<file path="config.mk">
export PLATFORM = sky130hd
export DESIGN_NAME = baro_prom_crc_and_compensation_unit
export DESIGN_NICKNAME = d
export VERILOG_FILES = /design/src/design/bpc_pkg.sv /design/src/design/bpc_serial_mul.sv /design/src/design/baro_prom_crc_and_compensation_unit.sv
export SDC_FILE = /design/constraint.sdc
export NUM_CORES = 1
export LEC_CHECK = 0
export ABC_AREA = 0
export BUFFER_PORTS_ARGS = -buffer_cell sky130_fd_sc_hd__buf_4
export CORE_MARGIN = 2
export CORE_UTILIZATION = 25
export CTS_CLUSTER_SIZE = 16
export DETAILED_ROUTE_END_ITERATION = 12
export HOLD_SLACK_MARGIN = 0.12
export SYNTH_ARGS = -nofsm -noshare
export SYNTH_HDL_FRONTEND = slang
export SYNTH_HIERARCHICAL = 1
export SYNTH_SLANG_ARGS = --single-unit
</file>
<file path="constraint.sdc">
create_clock -name clk -period 8.3 [get_ports clk]
set_input_delay 0.415 -clock clk [delete_from_list [all_inputs] [get_ports clk]]
set_output_delay 0.415 -clock clk [all_outputs]
set_load 0.01 [all_outputs]
</file>
<file path="src/design/bpc_pkg.sv">
`timescale 1ns / 1ps
package bpc_pkg;

  localparam int WordCount = 8;
  localparam int WordWidth = 16;
  localparam int RawWidth  = 24;
  localparam int OutWidth  = 32;
  localparam logic [15:0] CrcPoly = 16'h3000;
  localparam logic [15:0] CrcKeep = 16'hFF00;
  localparam logic signed [OutWidth-1:0] TempBase = 32'sd2000;

  // serial multiplier widths: 24-bit unsigned times signed value of up to 42 bits
  localparam int MulAWidth = 25;
  localparam int MulBWidth = 42;
  localparam int MulPWidth = MulAWidth + MulBWidth;

  typedef enum logic {
    OP_LOAD = 1'b0,
    OP_COMP = 1'b1
  } opcode_t;

  typedef struct packed {
    logic [0:0]  opcode;
    logic [2:0]  word_index;
    logic [15:0] prom_word;
    logic [23:0] press_adc;
    logic [23:0] temp_adc;
  } in_item_t;

  typedef struct packed {
    logic [3:0]         crc_computed;
    logic               crc_match;
    logic signed [31:0] pressure_centi;
    logic signed [31:0] temperature_centi;
  } out_item_t;

  typedef enum logic [3:0] {
    ST_IDLE,
    ST_CRC,
    ST_M_OFF,
    ST_W_OFF,
    ST_M_SENS,
    ST_W_SENS,
    ST_M_TEMP,
    ST_W_TEMP,
    ST_M_P,
    ST_W_P,
    ST_OUT
  } state_t;

  typedef struct packed {
    logic start;
    logic busy;
  } mul_ctl_t;

endpackage

</file>
<file path="src/design/bpc_serial_mul.sv">
`timescale 1ns / 1ps
module bpc_serial_mul (
  input  logic                                    clk,
  input  logic                                    rst_n,
  input  bpc_pkg::mul_ctl_t                       ctl,
  input  logic [bpc_pkg::MulAWidth-1:0]           mul_a,
  input  logic signed [bpc_pkg::MulBWidth-1:0]    mul_b,
  output logic                                    done,
  output logic signed [bpc_pkg::MulPWidth-1:0]    product
);
  import bpc_pkg::*;

  localparam int CntWidth = $clog2(MulAWidth + 1);

  logic [MulAWidth-1:0]        a_r, a_nxt;
  logic signed [MulPWidth-1:0] acc_r, acc_nxt;
  logic signed [MulPWidth-1:0] b_sh_r, b_sh_nxt;
  logic [CntWidth-1:0]         cnt_r, cnt_nxt;
  logic                        run_r, run_nxt;
  logic                        done_r, done_nxt;

  // shift-and-add, one multiplier bit per cycle, multiplier a is unsigned
  always_comb begin
    a_nxt    = a_r;
    acc_nxt  = acc_r;
    b_sh_nxt = b_sh_r;
    cnt_nxt  = cnt_r;
    run_nxt  = run_r;
    done_nxt = 1'b0;
    if (ctl.start) begin
      a_nxt    = mul_a;
      acc_nxt  = '0;
      b_sh_nxt = MulPWidth'(mul_b);
      cnt_nxt  = '0;
      run_nxt  = 1'b1;
    end else if (run_r) begin
      if (a_r[0]) acc_nxt = acc_r + b_sh_r;
      a_nxt    = a_r >> 1;
      b_sh_nxt = b_sh_r <<< 1;
      cnt_nxt  = cnt_r + 1'b1;
      if (cnt_r == CntWidth'(MulAWidth - 1)) begin
        run_nxt  = 1'b0;
        done_nxt = 1'b1;
      end
    end
  end

  always_ff @(posedge clk) begin
    a_r    <= a_nxt;
    acc_r  <= acc_nxt;
    b_sh_r <= b_sh_nxt;
    cnt_r  <= cnt_nxt;
    if (!rst_n) begin
      run_r  <= 1'b0;
      done_r <= 1'b0;
    end else begin
      run_r  <= run_nxt;
      done_r <= done_nxt;
    end
  end

  assign done    = done_r;
  assign product = acc_r;
endmodule

</file>
<file path="src/design/baro_prom_crc_and_compensation_unit.sv">
`timescale 1ns / 1ps
// load request: the result follows a crc walk over 128 bits
// compensate request: crc walk then four serial multiplies
// one request in flight at a time; in_ready returns the cycle after the result is taken
// out_valid holds until out_ready; the next request is taken when the result is gone
// reset (rst_n, synchronous) clears the calibration store, state machine and handshake
module baro_prom_crc_and_compensation_unit (
  input  logic                clk,
  input  logic                rst_n,
  input  logic                in_valid,
  output logic                in_ready,
  input  bpc_pkg::in_item_t   in_data,
  output logic                out_valid,
  input  logic                out_ready,
  output bpc_pkg::out_item_t  out_data
);
  import bpc_pkg::*;

  logic [WordWidth-1:0] store_r [WordCount];
  state_t     state_r, state_nxt;
  in_item_t   item_r;
  logic [6:0] bit_r, bit_nxt;
  logic [15:0] rem_r, rem_nxt;
  out_item_t  res_r, res_nxt;
  logic       out_valid_r, out_valid_nxt;
  logic signed [25:0] dt_r, dt_nxt;
  logic signed [41:0] off_r, off_nxt;
  logic signed [41:0] sens_r, sens_nxt;
  logic signed [31:0] temp_r, temp_nxt;
  logic       in_fire;

  mul_ctl_t   mctl;
  logic [MulAWidth-1:0]        mul_a;
  logic signed [MulBWidth-1:0] mul_b;
  logic                        mul_done;
  logic signed [MulPWidth-1:0] mul_p;

  logic [15:0] crc_word;
  logic        crc_bit;
  logic [15:0] rem_x;

  assign in_ready = (state_r == ST_IDLE) && !out_valid_r;
  assign in_fire  = in_valid && in_ready;

  // store write on a load request
  always_ff @(posedge clk) begin
    if (!rst_n) begin
      for (int i = 0; i < WordCount; i++) store_r[i] <= '0;
    end else if (in_fire && in_data.opcode == OP_LOAD) begin
      store_r[in_data.word_index] <= in_data.prom_word;
    end
  end

  // crc data bit, high byte first, word 7 low byte forced to zero
  // each byte enters the remainder at its low byte, so a data bit goes in at bit 7
  always_comb begin
    crc_word = store_r[bit_r[6:4]];
    if (bit_r[6:4] == 3'd7) crc_word = crc_word & CrcKeep;
    crc_bit = crc_word[4'd15 - bit_r[3:0]];
    rem_x   = rem_r ^ {8'd0, crc_bit, 7'd0};
    if (rem_x[15]) rem_nxt = {rem_x[14:0], 1'b0} ^ CrcPoly;
    else           rem_nxt = {rem_x[14:0], 1'b0};
  end

  bpc_serial_mul u_mul (
    .clk     (clk),
    .rst_n   (rst_n),
    .ctl     (mctl),
    .mul_a   (mul_a),
    .mul_b   (mul_b),
    .done    (mul_done),
    .product (mul_p)
  );

  // sequencer: crc walk, then for compensate requests off, sens, temp and pressure products
  always_comb begin
    state_nxt     = state_r;
    bit_nxt       = bit_r;
    res_nxt       = res_r;
    out_valid_nxt = out_valid_r;
    dt_nxt        = dt_r;
    off_nxt       = off_r;
    sens_nxt      = sens_r;
    temp_nxt      = temp_r;
    mctl          = '0;
    mul_a         = '0;
    mul_b         = '0;
    if (out_valid_r && out_ready) out_valid_nxt = 1'b0;
    case (state_r)
      ST_IDLE: begin
        if (in_fire) begin
          bit_nxt   = '0;
          state_nxt = ST_CRC;
        end
      end
      ST_CRC: begin
        bit_nxt = bit_r + 1'b1;
        if (bit_r == 7'd127) begin
          res_nxt.crc_computed = rem_nxt[15:12];
          res_nxt.crc_match    = (rem_nxt[15:12] == store_r[7][3:0]);
          res_nxt.pressure_centi    = '0;
          res_nxt.temperature_centi = '0;
          dt_nxt = $signed({2'b00, item_r.temp_adc})
                   - $signed({2'b00, store_r[5], 8'd0});
          if (item_r.opcode == OP_COMP) state_nxt = ST_M_OFF;
          else                          state_nxt = ST_OUT;
        end
      end
      ST_M_OFF: begin
        mctl.start = 1'b1;
        mul_a = MulAWidth'({1'b0, store_r[4]});
        mul_b = MulBWidth'(dt_r);
        state_nxt = ST_W_OFF;
      end
      ST_W_OFF: begin
        mctl.busy = 1'b1;
        if (mul_done) begin
          off_nxt = $signed({9'd0, store_r[2], 17'd0}) + MulBWidth'(mul_p >>> 6);
          state_nxt = ST_M_SENS;
        end
      end
      ST_M_SENS: begin
        mctl.start = 1'b1;
        mul_a = MulAWidth'({1'b0, store_r[3]});
        mul_b = MulBWidth'(dt_r);
        state_nxt = ST_W_SENS;
      end
      ST_W_SENS: begin
        mctl.busy = 1'b1;
        if (mul_done) begin
          sens_nxt = $signed({10'd0, store_r[1], 16'd0}) + MulBWidth'(mul_p >>> 7);
          state_nxt = ST_M_TEMP;
        end
      end
      ST_M_TEMP: begin
        mctl.start = 1'b1;
        mul_a = MulAWidth'({1'b0, store_r[6]});
        mul_b = MulBWidth'(dt_r);
        state_nxt = ST_W_TEMP;
      end
      ST_W_TEMP: begin
        mctl.busy = 1'b1;
        if (mul_done) begin
          temp_nxt = TempBase + OutWidth'(mul_p >>> 23);
          state_nxt = ST_M_P;
        end
      end
      ST_M_P: begin
        mctl.start = 1'b1;
        mul_a = MulAWidth'({1'b0, item_r.press_adc});
        mul_b = sens_r;
        state_nxt = ST_W_P;
      end
      ST_W_P: begin
        mctl.busy = 1'b1;
        if (mul_done) begin
          res_nxt.pressure_centi =
            OutWidth'(((mul_p >>> 21) - MulPWidth'(off_r)) >>> 15);
          res_nxt.temperature_centi = temp_r;
          state_nxt = ST_OUT;
        end
      end
      ST_OUT: begin
        out_valid_nxt = 1'b1;
        state_nxt     = ST_IDLE;
      end
      default: state_nxt = ST_IDLE;
    endcase
  end

  always_ff @(posedge clk) begin
    bit_r  <= bit_nxt;
    res_r  <= res_nxt;
    dt_r   <= dt_nxt;
    off_r  <= off_nxt;
    sens_r <= sens_nxt;
    temp_r <= temp_nxt;
    if (in_fire) item_r <= in_data;
    if (state_r == ST_IDLE) rem_r <= '0;
    else if (state_r == ST_CRC) rem_r <= rem_nxt;
    if (!rst_n) begin
      state_r     <= ST_IDLE;
      out_valid_r <= 1'b0;
    end else begin
      state_r     <= state_nxt;
      out_valid_r <= out_valid_nxt;
    end
  end

  assign out_valid = out_valid_r;
  assign out_data  = res_r;

  // checks
  a_no_accept_busy: assert property (@(posedge clk) disable iff (!rst_n)
    (state_r != ST_IDLE) |-> !in_ready) else $error("request taken while busy");
  a_out_after_seq: assert property (@(posedge clk) disable iff (!rst_n)
    $rose(out_valid_r) |-> $past(state_r) == ST_OUT) else $error("result without sequence");
  a_load_zero: assert property (@(posedge clk) disable iff (!rst_n)
    (out_valid_r && item_r.opcode == OP_LOAD) |->
      (res_r.pressure_centi == 0 && res_r.temperature_centi == 0))
    else $error("load result not zero");
endmodule
</file>
==> results.sh, run 1 <==
export IMPL_p_switching_uw=2060
export IMPL_synthCells=2806
export IMPL_crit_top_cell="buf_4"
export IMPL_whs_path_depth=3
export IMPL_finalCriticalPeriod_ns=4.594
export IMPL_clockPowerShare_pct=38.9
export IMPL_worstMarginPinSlew_ns=1.133
export IMPL_path_max_fanout=50
export IMPL_cap_violations=0
export IMPL_antenna_cells=0
export IMPL_drt_initial_drc_count=2060
export IMPL_grtUsageMet1_pct=20.06
export IMPL_path_class="flip-flop to flip-flop"
export IMPL_area_growth_pct=17.83
export IMPL_final_common_cell="edfxtp_1"
export IMPL_timing_rr_start="state_r[3]"
export IMPL_grt_pass1_vias=21440
export IMPL_worstHoldPathType="input pin to flip-flop"
export IMPL_totalWireLength_um=87860
export IMPL_viasPerCell=4.770
export IMPL_rows=129
export IMPL_grt_usage_pct=13.54
export IMPL_clkTransAtPathRegs_ns=0.06
export IMPL_use_met2_pct=20.58
export IMPL_layout_drive_gt1_share_pct=13.69
export IMPL_die_width_um=357.4
export IMPL_routabilityCongestion=0.9226
export IMPL_wl_per_cell_um=18.85
export IMPL_worst_r2r_path_depth=7
export IMPL_cts_htree_levels=3
export IMPL_clock_path_buffers=3
export IMPL_status="finished, final reports clean"
export IMPL_vias=22240
export IMPL_syn_nets=3045
export IMPL_required_ns=8.54
export IMPL_nNetsFinal=3211
export IMPL_dr_pass1_iters=6
export IMPL_cts_buffers_inserted=67
export IMPL_cts_setup_buffers=0
export IMPL_antenna_found_initial=1
export IMPL_slew_headroom_pct=24.18
export IMPL_drv_slew=0
export IMPL_nFillCells=12650
export IMPL_power_switching_share_pct=27.69
export IMPL_power_frac_seq_pct=46.1
export IMPL_die_area_um2=127800
export IMPL_io_buffers=142
export IMPL_hold_violations=0
export IMPL_grt_overflow=0
export IMPL_start_util_pct=25.22
export IMPL_finalSetupViolCount=0
export IMPL_min_delay_worst_endpoint="state_r[0]"
export IMPL_grt_use_met3_pct=2.250
export IMPL_syn_area_per_cell_um2=11.13
export IMPL_r2r_end="u_mul/a_r[18]"
export IMPL_powerDensity_nw_per_um2=202.2
export IMPL_p_comb_share_pct=15.0
export IMPL_final_area_um2=36800
export IMPL_max_stage_delay_ns=0.78
export IMPL_rsz0062_at_grt="false"
export IMPL_crit_path_end_kind="flip-flop"
export IMPL_remaining_drc_errors=0
export IMPL_root_buffer="clkbuf_16"
export IMPL_busiest_layer="met2"
export IMPL_grt_pass1_wl_um=133200
export IMPL_cts_tree="done"
export IMPL_dpl_cell_area_um2=34090
export IMPL_postRouteAntennaNets=0
export IMPL_setup_tns_ns=0
export IMPL_netlist_area_um2=31230
export IMPL_cp_arrival_ns=4.84
export IMPL_ir_worst_vdd_uv=136.9
export IMPL_insertion_delay_ns=0.64
export IMPL_post_dp_hpwl_um=64450
export IMPL_clock_sinks=576
export IMPL_hold_start="in_valid"
export IMPL_ios=143
export IMPL_mostFrequentLayoutCells="edfxtp_1 (486), nand2_1 (275), a21oi_1 (193)"
export IMPL_cp_cell_sequence="nand2b_1 -> nor2_4 -> buf_4 -> or2_4 -> buf_4 -> or2_4 -> buf_4"
export IMPL_power_internal_uw=5380
export IMPL_fp_dieH_um=357.4
export IMPL_fmax_mhz=217.7
export IMPL_ys_warn_count=6
export IMPL_rrSetupSlack_ns=3.71
export IMPL_fin_crit_sh_pct=55.35
export IMPL_core_area_um2=123800
export IMPL_p_leak_uw=0.01421
export IMPL_finalClockSkew_ns=0.03912
export IMPL_grt_max_degree=71
export IMPL_cp_slowest_cell="or2_4"
export IMPL_cp_start_kind="flip-flop"
==> area by class of cell <==
cell class	instances	area (µm²)	share of cell area [%]
inverter	129	484.2	1.316
timing repair buffer	228	1862	5.060
clock buffer	90	1847	5.019
sequential	576	16400	44.56
tap	1637	2048	5.566
clock inverter	31	259.0	0.7039
multi-input combinational	1970	13900	37.77
==> sequential cells by signal (all words and copies together), names as in the netlist, 32 cells and up, named ones only <==
signal	flops
out_data	69
item_r	49
u_mul/b_sh_r	67
store_r	128
u_mul/product	67
sens_r	42
off_r	42
temp_r	32
==> routing by layer <==
metal	vias to the layer above	routed length (µm)
li1	10650	-
met1	10770	42140
met2	723	38280
met3	95	5992
met4	0	1454
met5	-	0
==> critical path, delay by kind of cell (launching register included) <==
kind                   cells  cell delay, ns
and+or+nand+nor            4            1.66
DFF                        1            0.77
buffers and inverters      3            1.62
==> worst max-delay path by stage <==
stage / cells past startpoint / end / start
floorplan: 5 / out_data[0] / state_r[0]
global placement: 7 / u_mul/b_sh_r[6] / state_r[3]
detailed placement: 7 / u_mul/b_sh_r[1] / state_r[3]
CTS: 7 / u_mul/a_r[17] / state_r[3]
global route: 7 / u_mul/a_r[19] / state_r[3]
finish: 7 / u_mul/a_r[18] / state_r[3]
==> through the flow <==
step / hold WS [ns] / utilization, % / total power, µW / setup WS [ns] / cells
final: 0.1553 / 29.72 / 7440 / 3.706 / 4661
after global routing: 0.1399 / 29.72 / 7745 / 3.372 / 4661
after CTS: 0.1230 / 29.72 / 7501 / 3.641 / 4661
after detailed placement: 0.4045 / 27.54 / 4571 / 3.665 / 4480
after global placement: 0.4047 / 27.53 / 4559 / 3.805 / 4480
after floorplan: 0.4003 / - / 4216 / 1.976 / 2806
==> power by group through the flow <==
stage / clock, µW / sequential (µW) / combinational (µW)
floorplan: 0 / 3380 / 837
global placement: 0 / 3490 / 1070
detailed placement: 0 / 3490 / 1080
CTS: 2960 / 3430 / 1110
global route: 3060 / 3440 / 1240
finish: 2890 / 3430 / 1120
==> repair_timing <==
action | in CTS | in global routing
resized for setup | 0 | 0
endpoints found under the hold margin | 99 | 0
hold buffers | 60 | 0
(Power assumes the default switching activity.)
==> run 2, diff against run 1 <==
- clock period: 8.3 -> 4.3 ns (I/O delays scaled with it)
==> run 2 against run 1 <==
  * Non-clock buffer count increased by 39
  * Global-route usage increased by 0.39 points
  * Combinational power increased by 100%
  * Sequential power increased by 92%
  * Flip-flop and latch count unchanged
  * Critical path type unchanged
  * Worst setup slack got worse by 3.1 ns
  * Critical path depth unchanged
  * Highest routed layer unchanged
  * Total power increased by 95%
  * Routed wire length increased by 2.6%
  * Hold slack improved by 0.035 ns
  * Utilization increased by 0.30 points
  * Final area increased by 1.0%
==> results.sh, run 2 (synthesis gave the netlist of run 1 again) <==
export IMPL_final_area_um2=37170
export IMPL_worstMarginPinSlew_ns=1.072
export IMPL_path_class="flip-flop to flip-flop"
export IMPL_antenna_cells=0
export IMPL_antenna_found_initial=2
export IMPL_cap_violations=0
export IMPL_required_ns=4.56
export IMPL_drv_slew=0
export IMPL_dpl_cell_area_um2=34330
export IMPL_pre_cts_slack_ns=0.6846
export IMPL_largest_register="store_r"
export IMPL_cts_htree_levels=3
export IMPL_cts_buffers_inserted=69
export IMPL_ir_worst_vdd_uv=258.0
export IMPL_layout_drive_gt1_share_pct=14.52
export IMPL_clock_path_buffers=3
export IMPL_core_area_um2=123800
export IMPL_finalClockSkew_ns=0.03163
export IMPL_rows=129
export IMPL_slew_headroom_pct=28.00
export IMPL_totalWireLength_um=90160
export IMPL_finish_utilization_pct=30.03
export IMPL_p_leak_uw=0.01443
export IMPL_grt_usage_pct=13.94
export IMPL_cts_tree="done"
export IMPL_fmax_mhz=273.6
export IMPL_postRouteAntennaNets=0
export IMPL_finalSetupViolCount=0
export IMPL_vias=22540
export IMPL_final_common_cell="edfxtp_1"
export IMPL_instances_no_fill=4701
export IMPL_die_area_um2=127800
export IMPL_grt_overflow=0
export IMPL_nNetsFinal=3252
export IMPL_cts_setup_buffers=0
export IMPL_hold_violations=0
export IMPL_post_dp_hpwl_um=66700
export IMPL_crit_path_end_kind="flip-flop"
export IMPL_max_stage_delay_ns=0.75
export IMPL_grt_pass1_wl_um=136000
export IMPL_clock_sinks=576
export IMPL_cts_resized=0
export IMPL_ios=143
export IMPL_cp_arrival_ns=3.91
export IMPL_viasPerCell=4.794
export IMPL_clkTransAtPathRegs_ns=0.06
export IMPL_path_max_fanout=17
export IMPL_cp_start_kind="flip-flop"
export IMPL_root_buffer="clkbuf_16"
export IMPL_worstHoldPathType="input pin to flip-flop"
export IMPL_start_util_pct=25.22
export IMPL_finalCriticalPeriod_ns=3.655
export IMPL_insertion_delay_ns=0.65
export IMPL_rsz0062_at_grt="false"
export IMPL_fin_ws_ns=0.6452
export IMPL_cp_cell_sequence="or2_1 -> nor4_2 -> nand2_1 -> or4b_1 -> nor3_2 -> buf_4 -> nand2b_1"
export IMPL_status="finished, final reports clean"
export IMPL_powerDensity_nw_per_um2=390.5
export IMPL_remaining_drc_errors=0
export IMPL_drt_initial_drc_count=2401
export IMPL_largest_reg_flops=128
export IMPL_fin_crit_sh_pct=84.99
export IMPL_mostFrequentLayoutCells="edfxtp_1 (486), nand2_1 (275), buf_4 (197)"
export IMPL_routabilityCongestion=0.9360
export IMPL_area_growth_pct=19.03
export IMPL_cp_slowest_cell="nand2b_1"
export IMPL_grt_max_degree=101
export IMPL_wl_per_cell_um=19.18
export IMPL_dr_pass1_iters=5
export IMPL_nFillCells=12590
export IMPL_fp_dieH_um=357.4
export IMPL_io_buffers=142
export IMPL_grt_pass1_vias=21610
export IMPL_die_width_um=357.4
export IMPL_dp_cells=4511
[run 2: changes by cell type in the layout (fill, tap and decap cells not counted), sizes merged]
cell / delta
clkbuf: +2
inv: +3
clkinv: -3
buf: +31
dlygate4sd3: +8
clkinvlp: -1
[run 2: area by class of cell]
type / count / area (µm²) / share of cell area [%]
repair buffers: 267 / 2200 / 5.918
clock buffers: 92 / 1884 / 5.069
well taps: 1637 / 2048 / 5.510
flip-flops and latches: 576 / 16400 / 44.11
inverters: 129 / 484.2 / 1.303
multi-input cells: 1970 / 13880 / 37.35
clock inverters: 30 / 275.3 / 0.7405
[run 2: layer usage]
layer	routed length, µm	global-route usage [%]	vias to the layer above
met5	0	0	-
met4	1762	3.328	0
met3	6300	2.469	115
met2	39250	20.86	836
met1	42850	20.68	10870
li1	-	-	10720
[run 2: critical path: cells and delay by family (launching register included)]
family	cells	cell delay, ns
buffers and inverters	1	0.24
DFF	1	0.37
and+or+nand+nor	6	2.65
[run 2: timing repair]
item	CTS	global route
endpoints found under the setup margin	0	0
hold buffers	68	0
hold endpoints to repair	187	0
[run 2: power by group]
part	total [µW]	switching [µW]	leakage (µW)	internal (µW)
Sequential	6570	289	0.00550	6280
Combinational	2270	1290	0.00788	977
Clock	5680	2440	0.00104	3230
[run 2: final timing paths]
path,start,endpoint,slack [ns],cells past startpoint
max,state_r[1],store_r[0][0],0.65,7
min,in_data[65],store_r[3][10],0.19,3
min reg2reg,item_r[6],dt_r[6],0.41,0
max reg2reg,state_r[1],store_r[0][0],0.65,7
[run 2: stage by stage]
step	total power, µW	TNS, ns	hold WS (ns)
after floorplan	8138	-1.020	0.3139
after global placement	8856	0	0.3936
after detailed placement	8866	0	0.3944
after CTS	14650	0	0.1338
after global routing	15130	0	0.1953
final	14510	0	0.1898
